--- src/hw/rtl/wma_pkg.sv ---
`timescale 1ns / 1ps
package wma_pkg;

    localparam int SAMPLE_W = 17;   // command payload and result width
    localparam int STORE_W  = 16;   // bits kept per stored sample
    localparam int CFG_SZ_W = 9;    // window_size register width
    localparam int CFG_TY_W = 2;    // sample_type register width
    localparam int APB_AW   = 3;
    localparam int APB_DW   = 32;

    // commands
    localparam logic [1:0] CMD_PUSH  = 2'd0;
    localparam logic [1:0] CMD_FILL  = 2'd1;
    localparam logic [1:0] CMD_CLEAR = 2'd2;

    // sample formats
    localparam logic [1:0] FMT_S8  = 2'd0;
    localparam logic [1:0] FMT_U8  = 2'd1;
    localparam logic [1:0] FMT_S16 = 2'd2;
    localparam logic [1:0] FMT_U16 = 2'd3;

    // register index (paddr[2])
    localparam logic REG_SAMPLE_TYPE = 1'b0;
    localparam logic REG_WINDOW_SIZE = 1'b1;

    localparam logic [CFG_TY_W-1:0] RST_SAMPLE_TYPE = FMT_S8;
    localparam logic [CFG_SZ_W-1:0] RST_WINDOW_SIZE = 9'd16;

    typedef logic signed [SAMPLE_W-1:0] t_sample;

    function automatic t_sample f_decode(input logic [STORE_W-1:0] bits,
                                         input logic [1:0] kind);
        t_sample res;
        case (kind)
            FMT_S8:  res = {{9{bits[7]}}, bits[7:0]};
            FMT_U8:  res = {9'b0, bits[7:0]};
            FMT_S16: res = {bits[15], bits};
            FMT_U16: res = {1'b0, bits};
            default: res = {1'b0, bits};
        endcase
        return res;
    endfunction

endpackage

--- src/hw/rtl/wma_div.sv ---
`timescale 1ns / 1ps
module wma_div #(
    parameter int DEND_W = 26,
    parameter int DSOR_W = 9
) (
    input  logic              i_clk,
    input  logic              i_rst_n,
    input  logic              i_start,
    input  logic [DEND_W-1:0] i_dividend,
    input  logic [DSOR_W-1:0] i_divisor,
    output logic              o_done,
    output logic [DEND_W-1:0] o_quotient
);

    localparam int CW = $clog2(DEND_W + 1);

    logic              r_busy;
    logic              r_done;
    logic [CW-1:0]     r_cnt;
    logic [DSOR_W-1:0] r_rem;
    logic [DSOR_W-1:0] r_dsor;
    logic [DEND_W-1:0] r_quo;

    logic [DSOR_W:0]   w_shift;
    logic [DSOR_W:0]   w_trial;
    logic              w_ge;

    // restoring division, one quotient bit per cycle; dividend shifts out
    // of the top of r_quo while quotient bits shift in at the bottom
    assign w_shift = {r_rem, r_quo[DEND_W-1]};
    assign w_trial = w_shift - {1'b0, r_dsor};
    assign w_ge    = !w_trial[DSOR_W];

    always_ff @(posedge i_clk) begin
        if (!i_rst_n) begin
            r_busy <= 1'b0;
            r_done <= 1'b0;
            r_cnt  <= '0;
        end else begin
            r_done <= 1'b0;
            if (i_start) begin
                r_busy <= 1'b1;
                r_cnt  <= CW'(DEND_W);
            end else if (r_busy) begin
                r_cnt <= r_cnt - 1'b1;
                if (r_cnt == CW'(1)) begin
                    r_busy <= 1'b0;
                    r_done <= 1'b1;
                end
            end
        end
    end

    always_ff @(posedge i_clk) begin
        if (i_start) begin
            r_quo  <= i_dividend;
            r_rem  <= '0;
            r_dsor <= i_divisor;
        end else if (r_busy) begin
            r_rem <= w_ge ? w_trial[DSOR_W-1:0] : w_shift[DSOR_W-1:0];
            r_quo <= {r_quo[DEND_W-2:0], w_ge};
        end
    end

    assign o_done     = r_done;
    assign o_quotient = r_quo;

endmodule

--- src/hw/rtl/windowed_moving_average.sv ---
`timescale 1ns / 1ps
// Moving average over the last window_size samples (up to MAX_WINDOW). Each
// input beat pushes a sample, fills the window with one value, or clears it,
// and yields exactly one output beat with the rounded (ties away from zero)
// mean of the valid samples, or 0 when the window is empty. One item at a
// time: each item passes through the update, prepare, divide and output
// states, and the bit-serial restoring divider produces one quotient bit
// per cycle over the SUM_W-bit dividend. The next input beat is taken only
// once the block is back in idle after loading the result; output stalls
// delay that only while an earlier result still waits.
// A finished result waits in the output register while the next item is
// accepted. sample_type and window_size writes take effect at the next fill
// or clear command. Fill needs no sweep of the sample memory: untouched
// entries read back as the fill value until the pointer wraps.
module windowed_moving_average
    import wma_pkg::*;
#(
    parameter int MAX_WINDOW = 256
) (
    input  logic                       i_clk,
    input  logic                       i_rst_n,
    // input channel
    input  logic                       i_in_valid,
    output logic                       o_in_stall,
    input  logic [1:0]                 i_command,
    input  logic signed [SAMPLE_W-1:0] i_sample_value,
    // output channel
    output logic                       o_out_valid,
    input  logic                       i_out_stall,
    output logic signed [SAMPLE_W-1:0] o_average,
    // configuration
    input  logic                       psel,
    input  logic                       penable,
    input  logic                       pwrite,
    input  logic [APB_AW-1:0]          paddr,
    input  logic [APB_DW-1:0]          pwdata,
    output logic [APB_DW-1:0]          prdata,
    output logic                       pready
);

    localparam int PTR_W = (MAX_WINDOW > 1) ? $clog2(MAX_WINDOW) : 1;
    localparam int CNT_W = $clog2(MAX_WINDOW + 1);
    localparam int SUM_W = SAMPLE_W + CNT_W;
    localparam logic [CFG_SZ_W-1:0] MAX_SZ = CFG_SZ_W'(MAX_WINDOW);
    localparam logic [CNT_W-1:0] RST_ACT_SIZE =
        (RST_WINDOW_SIZE > MAX_SZ) ? CNT_W'(MAX_WINDOW) : CNT_W'(RST_WINDOW_SIZE);

    localparam logic [2:0] S_IDLE = 3'd0;
    localparam logic [2:0] S_UPD  = 3'd1;
    localparam logic [2:0] S_PREP = 3'd2;
    localparam logic [2:0] S_DIV  = 3'd3;
    localparam logic [2:0] S_OUT  = 3'd4;

    // configuration
    logic [CFG_TY_W-1:0] r_sample_type;
    logic [CFG_SZ_W-1:0] r_window_size;
    logic                w_cfg_wr;

    // control
    logic [2:0]          r_state, n_state;
    logic [CFG_TY_W-1:0] r_act_type, n_act_type;
    logic [CNT_W-1:0]    r_act_size, n_act_size;
    logic [PTR_W-1:0]    r_ptr, n_ptr;
    logic                r_full, n_full;
    logic                r_pristine, n_pristine;
    logic signed [SUM_W-1:0] r_sum, n_sum;
    logic                r_neg, n_neg;
    logic                r_zero, n_zero;
    logic                r_out_valid, n_out_valid;
    logic signed [SAMPLE_W-1:0] r_average, n_average;

    // payload
    logic [1:0]          r_cmd;
    logic [SAMPLE_W-1:0] r_raw;
    t_sample             r_fill_val;
    logic [STORE_W-1:0]  r_mem [MAX_WINDOW];
    logic [STORE_W-1:0]  r_rd_data;

    logic                w_accept;
    logic                w_reload;
    logic                w_out_free;
    logic [CNT_W-1:0]    w_cfg_size;
    logic [CFG_TY_W-1:0] w_type;
    t_sample             w_v;
    t_sample             w_old;
    logic signed [SUM_W-1:0] w_sub;
    logic signed [SUM_W:0]   w_prod;
    logic                w_ptr_last;
    logic [CNT_W-1:0]    w_count;
    logic [SUM_W-1:0]    w_mag;
    logic [SUM_W-1:0]    w_dividend;
    logic                w_div_start;
    logic                w_div_done;
    logic [SUM_W-1:0]    w_quo;
    logic [SAMPLE_W-1:0] w_q;

    // ---------------- configuration port ----------------
    assign pready   = 1'b1;
    assign w_cfg_wr = psel && penable && pwrite && pready;

    always_ff @(posedge i_clk) begin
        if (!i_rst_n) begin
            r_sample_type <= RST_SAMPLE_TYPE;
            r_window_size <= RST_WINDOW_SIZE;
        end else if (w_cfg_wr) begin
            case (paddr[2])
                REG_SAMPLE_TYPE: r_sample_type <= pwdata[CFG_TY_W-1:0];
                REG_WINDOW_SIZE: r_window_size <= pwdata[CFG_SZ_W-1:0];
                default: ;
            endcase
        end
    end

    always_comb begin
        case (paddr[2])
            REG_SAMPLE_TYPE: prdata = {{(APB_DW-CFG_TY_W){1'b0}}, r_sample_type};
            REG_WINDOW_SIZE: prdata = {{(APB_DW-CFG_SZ_W){1'b0}}, r_window_size};
            default:         prdata = '0;
        endcase
    end

    // ---------------- datapath ----------------
    assign w_accept   = i_in_valid && !o_in_stall;
    assign o_in_stall = (r_state != S_IDLE);
    assign w_out_free = !r_out_valid || !i_out_stall;

    always_comb begin
        if (r_window_size == '0)
            w_cfg_size = CNT_W'(1);
        else if (r_window_size > MAX_SZ)
            w_cfg_size = CNT_W'(MAX_WINDOW);
        else
            w_cfg_size = r_window_size[CNT_W-1:0];
    end

    // fill and clear latch the new format before decoding
    assign w_reload   = (r_cmd == CMD_FILL) || (r_cmd == CMD_CLEAR);
    assign w_type     = w_reload ? r_sample_type : r_act_type;
    assign w_v        = f_decode(r_raw[STORE_W-1:0], w_type);
    assign w_old      = r_pristine ? r_fill_val : f_decode(r_rd_data, r_act_type);
    assign w_sub      = r_full ? SUM_W'(w_old) : '0;
    assign w_prod     = w_v * $signed({1'b0, w_cfg_size});
    assign w_ptr_last = (CNT_W'(r_ptr) == r_act_size - 1'b1);

    assign w_count    = r_full ? r_act_size : CNT_W'(r_ptr);
    assign w_mag      = r_sum[SUM_W-1] ? SUM_W'(-r_sum) : SUM_W'(r_sum);
    assign w_dividend = w_mag + SUM_W'(w_count >> 1);
    assign w_div_start = (r_state == S_PREP);
    assign w_q        = w_quo[SAMPLE_W-1:0];

    // sample memory: the read port follows the write pointer every cycle
    always_ff @(posedge i_clk) begin
        if (r_state == S_UPD && r_cmd == CMD_PUSH)
            r_mem[r_ptr] <= w_v[STORE_W-1:0];
        r_rd_data <= r_mem[r_ptr];
    end

    always_ff @(posedge i_clk) begin
        if (w_accept) begin
            r_cmd <= i_command;
            r_raw <= i_sample_value;
        end
        if (r_state == S_UPD && r_cmd == CMD_FILL)
            r_fill_val <= w_v;
    end

    always_comb begin
        n_state     = r_state;
        n_act_type  = r_act_type;
        n_act_size  = r_act_size;
        n_ptr       = r_ptr;
        n_full      = r_full;
        n_pristine  = r_pristine;
        n_sum       = r_sum;
        n_neg       = r_neg;
        n_zero      = r_zero;
        n_out_valid = r_out_valid && i_out_stall;
        n_average   = r_average;
        case (r_state)
            S_IDLE: begin
                if (w_accept)
                    n_state = S_UPD;
            end
            S_UPD: begin
                n_state = S_PREP;
                case (r_cmd)
                    CMD_PUSH: begin
                        n_sum = r_sum - w_sub + SUM_W'(w_v);
                        if (w_ptr_last) begin
                            n_ptr      = '0;
                            n_full     = 1'b1;
                            n_pristine = 1'b0;
                        end else begin
                            n_ptr = r_ptr + 1'b1;
                        end
                    end
                    CMD_FILL: begin
                        n_act_type = r_sample_type;
                        n_act_size = w_cfg_size;
                        n_sum      = w_prod[SUM_W-1:0];
                        n_ptr      = '0;
                        n_full     = 1'b1;
                        n_pristine = 1'b1;
                    end
                    CMD_CLEAR: begin
                        n_act_type = r_sample_type;
                        n_act_size = w_cfg_size;
                        n_sum      = '0;
                        n_ptr      = '0;
                        n_full     = 1'b0;
                        n_pristine = 1'b0;
                    end
                    default: ;
                endcase
            end
            S_PREP: begin
                n_neg   = r_sum[SUM_W-1];
                n_zero  = (w_count == '0);
                n_state = S_DIV;
            end
            S_DIV: begin
                if (w_div_done)
                    n_state = S_OUT;
            end
            S_OUT: begin
                if (w_out_free) begin
                    n_out_valid = 1'b1;
                    n_average   = r_zero ? '0 : (r_neg ? -$signed(w_q) : $signed(w_q));
                    n_state     = S_IDLE;
                end
            end
            default: n_state = S_IDLE;
        endcase
    end

    always_ff @(posedge i_clk) begin
        if (!i_rst_n) begin
            r_state     <= S_IDLE;
            r_act_type  <= RST_SAMPLE_TYPE;
            r_act_size  <= RST_ACT_SIZE;
            r_ptr       <= '0;
            r_full      <= 1'b0;
            r_pristine  <= 1'b0;
            r_sum       <= '0;
            r_neg       <= 1'b0;
            r_zero      <= 1'b1;
            r_out_valid <= 1'b0;
        end else begin
            r_state     <= n_state;
            r_act_type  <= n_act_type;
            r_act_size  <= n_act_size;
            r_ptr       <= n_ptr;
            r_full      <= n_full;
            r_pristine  <= n_pristine;
            r_sum       <= n_sum;
            r_neg       <= n_neg;
            r_zero      <= n_zero;
            r_out_valid <= n_out_valid;
        end
    end

    always_ff @(posedge i_clk) begin
        r_average <= n_average;
    end

    assign o_out_valid = r_out_valid;
    assign o_average   = r_average;

    wma_div #(
        .DEND_W (SUM_W),
        .DSOR_W (CNT_W)
    ) u_div (
        .i_clk      (i_clk),
        .i_rst_n    (i_rst_n),
        .i_start    (w_div_start),
        .i_dividend (w_dividend),
        .i_divisor  (w_count),
        .o_done     (w_div_done),
        .o_quotient (w_quo)
    );

    // ---------------- assertions ----------------
    a_ptr_in_window: assert property (@(posedge i_clk) disable iff (!i_rst_n)
        CNT_W'(r_ptr) < r_act_size)
        else $error("write pointer beyond active window");

    a_size_range: assert property (@(posedge i_clk) disable iff (!i_rst_n)
        r_act_size != '0 && r_act_size <= CNT_W'(MAX_WINDOW))
        else $error("active window size out of range");

    a_pristine_full: assert property (@(posedge i_clk) disable iff (!i_rst_n)
        r_pristine |-> r_full)
        else $error("fill-shadow entries outside a full window");

    a_div_done_state: assert property (@(posedge i_clk) disable iff (!i_rst_n)
        w_div_done |-> r_state == S_DIV)
        else $error("divider finished outside the divide phase");

    a_out_load: assert property (@(posedge i_clk) disable iff (!i_rst_n)
        (r_state == S_OUT && w_out_free) |=> (r_out_valid && r_state == S_IDLE))
        else $error("result not loaded into output register");

endmodule
--- config.mk ---
export PLATFORM = sky130hd
export DESIGN_NAME = windowed_moving_average
export DESIGN_NICKNAME = d
export VERILOG_FILES = /design/src/hw/rtl/wma_pkg.sv /design/src/hw/rtl/wma_div.sv /design/src/hw/rtl/windowed_moving_average.sv
export SDC_FILE = /design/constraint.sdc
export NUM_CORES = 2
export LEC_CHECK = 0
export ABC_CLOCK_PERIOD_IN_PS = 32500
export BUFFER_PORTS_ARGS = -buffer_cell sky130_fd_sc_hd__buf_4
export CORE_MARGIN = 2
export CORE_UTILIZATION = 50
export CTS_BUF_LIST = sky130_fd_sc_hd__clkbuf_8
export DETAILED_ROUTE_END_ITERATION = 8
export HOLD_SLACK_MARGIN = 0.02
export MAX_ROUTING_LAYER = met4
export PLACE_DENSITY = 0.65
export SLEW_MARGIN = 20
export SYNTH_ARGS = -nofsm -noshare
export SYNTH_HDL_FRONTEND = slang
export SYNTH_SLANG_ARGS = --single-unit
--- constraint.sdc ---
create_clock -name i_clk -period 32.5 [get_ports i_clk]
set_input_delay 4.875 -clock i_clk [delete_from_list [all_inputs] [get_ports i_clk]]
set_output_delay 4.875 -clock i_clk [all_outputs]
set_load 0.1 [all_outputs]
==> results summary <==
The run finished with clean final reports. Leaving out fill and tap cells, the most frequent cell in the layout is edfxtp_1. The number of stages on the worst hold path is 2. The congestion estimate from routability-driven global placement came to 0.880. The clock tree synthesis step divided the H-tree into 6 levels. After layout, the worst path uses 32.3% of the clock period. The number of antenna violations at the first check in global routing is 22. The routed design has 451,000 um of wire.

For this design the top-level I/O count stands at 113. The number of cell rows is 216. The final standard cell count with taps included and fillers excluded came out at 14.0k.

The clock reaches the later pin of the worst-skew pair after 1270 ps. Clock-pin slew was measured on the worst setup and hold paths at 60 ps. The number of setup buffers added after CTS is 0. Clock tree synthesis found a total of 4,279 sinks.

The library cells used most frequently in the layout, excluding fill and tap cells, are edfxtp_1 (4,183), mux4_2 (1,291), clkbuf_8 (690). Derived from the worst setup path, the maximum achievable clock frequency is 95.4 MHz. Summing the sequential cell areas from Yosys gives 73.4% of the chip area. The number of max-cap violations came out at 0.

The final route contains 86.5k vias. The number of storage elements in the synthesis netlist is 4,279. The critical path required time came out at 27,620 ps. The global-route wire length before repair is 640,000 um. The HPWL after detailed placement is 260,000 um. The number of distinct library cells after synthesis is 86. Timing analysis after detailed placement gives a worst setup slack of 22,020 ps. The CTS buffer count is 681. Headroom to the max-slew limit came out at 10.1%. Fill cells in the final layout number 25.6k.

The dominant register cell in the synthesized netlist is edfxtp_1. The post-route minimum period is 10,480 ps. The number of gates resized after cts is 0. The count of final max-slew check failures is 0. The total of hold buffers inserted after clock tree synthesis is 0. The post-synthesis instance total came out at 8,210. The starting utilization of the core area came out at 50.2%. The top cell type's share of synthesized area is 72.3%.

The number of enable flip-flop cells after synthesis came out at 4,183. The die covers 352,000 um2. The area of the core is 346,000 um2. After synthesis, the share of flip-flops with an asynchronous set or reset is 0%. The startpoint kind of the worst setup timing path is an input port. TritonCTS built the clock tree. The analysis attributes to cell leakage a power of 60.6 nW.

The setup-violating endpoint count in the final report is 0. Summed over all instances, the cell type with the most area after synthesis is edfxtp_1. Entering global routing, the biggest net connects 212 pins. The number of global-route vias before repair was 87.7k.

The worst register-to-register path has a depth of 28. Yosys printed 0 warnings. The count of TritonRoute iterations in the first routing pass is 5. The layout cell share with drive strength beyond 1 came out at 29.9%. The clock tree root buffer cell is clkbuf_8.

In this run the power density over the cells is 57.2 nW/um2. Setup repair after global routing left no endpoint under its margin. In the final routed layout, each cell accounts on average for 32.3 um. STA classifies the critical path endpoint as a primary output. The vertical die dimension is 593 um. No sink is reached through more buffers than the 4 on the longest clock path. The critical path is of the in2out type. The total overflow left after global routing is 0. Global routing used 26.2% of the available tracks. The DRC violation total after the first TritonRoute iteration is 11.5k. The number of placed cells counting well taps is 12.7k. The slew of the pin with the lowest slew margin is 1350 ps.

The hold violation count in the final report is 0. The detailed-route vias per instance is 6.19. The min-delay analysis places its worst path in the category reg2reg. The number of nets with antenna violations after detailed routing is 0.

Setup total negative slack on the finished layout was measured at 0 ps. The arrival time reported for the critical path endpoint is 5610 ps. The setup clock skew after layout came out at 104 ps.

The net count of the finished layout is 9,164. By area the synthesized netlist is led by edfxtp_1 (72%), mux4_2 (17%), fa_1 (1.8%). The worst ir drop on vdd came out at 0.0000400 V. The floorplan step set the die width to 593 um. The mapped netlist covers 174,000 um2. The post-route DRC violation count is 0. The post-synthesis area per instance is 21.2 um2. The layout-stage area growth over the synthesis result is 11.5%. The smallest setup slack after layout is 22,020 ps. The count of input and output buffers is 62. Along the worst path, the maximum fanout reaches 12.
## where the power goes
group          internal [mW]  switching [mW]  total [mW]
Sequential              6.12          0.0208        6.15
Clock                   2.05            2.13        4.18
Combinational          0.275           0.466       0.742
## synthesized netlist by cell type (54+ instances only)
master,n
edfxtp_1,4183
o21ai_0,97
inv_1,298
xnor2_1,83
a21oi_1,115
nor2_1,387
mux4_2,1291
ha_1,112
buf_4,74
nand2_1,287
buf_2,84
nand3_1,58
dfxtp_1,96
nor2b_1,54
clkbuf_1,207
fa_1,153
## sequential cells by signal, indices dropped and copies added (netlist names), 2 cells and up
signal,count
r_sum,26
u_div.r_cnt,5
r_sample_type,2
r_mem,4096
r_ptr,8
o_average,17
u_div.r_dsor,9
u_div.o_quotient,26
r_raw,16
r_window_size,9
r_state,3
r_cmd,2
r_act_size,9
u_div.r_rem,9
r_act_type,2
r_rd_data,16
r_fill_val,17
## area by class of cell
| type | instances | area, um2 | area share, % |
|---|---|---|---|
| Antenna cell | 14 | 35.0 | 0.0181 |
| Clock buffer | 690 | 9500 | 4.90 |
| Timing Repair Buffer | 374 | 2980 | 1.54 |
| Inverter | 306 | 1210 | 0.627 |
| Tap cell | 4578 | 5730 | 2.96 |
| Multi-Input combinational cell | 3196 | 44000 | 22.7 |
| Clock inverter | 522 | 2640 | 1.36 |
| Sequential cell | 4279 | 128000 | 65.9 |
## final timing paths
check	from	to	slack, ps
hold / removal	r_sum[7]	r_sum[7]	480
hold reg to reg	r_sum[7]	r_sum[7]	480
setup reg to reg	r_cmd[0]	r_sum[22]	23440
setup / recovery	paddr[2]	prdata[1]	22020
## worst max-delay path: stages
cell and delay, ps:
buf_4 140, mux2_2 350, buf_4 240
## logic make-up after synthesis
kind of cell,Yosys count,share of synthesized area (%)
flip-flops,4279,73.4
multiplexers,1345,17.1
AND/OR/NAND/NOR,977,2.53
buffers and inverters,757,2.03
AO/OA/AOI/OAI,461,1.76
adder cells (fa/ha/maj),265,2.57
XOR/XNOR,124,0.625
other,2,0.00432
## routing by layer
| layer | up-vias | routed length [um] | part of all wire [%] | global-route usage [%] |
|---|---|---|---|---|
| met2 | 4615 | 218000 | 48 | 40.3 |
| met4 | 0 | 15500 | 3.4 | 9.04 |
| met3 | 744 | 43400 | 9.6 | 5.43 |
| met1 | 46000 | 174000 | 39 | 35.3 |
| met5 | - | 0 | 0 | - |
| li1 | 35100 | - | - | - |
## metrics by stage
stage          utilization [%]  hold slack (ps)  instance area [um2]  power, mW
6_report                  56.0              479               194000       11.1
5_1_grt                   56.0              503               194000       11.4
4_1_cts                   55.9              479               193000       11.1
3_5_place_dp              52.4              472               181000       7.00
3_3_place_gp              52.3              464               181000       6.97
2_1_floorplan                -              446               174000       6.81
No activity file was read; power rests on OpenSTA's default activity.
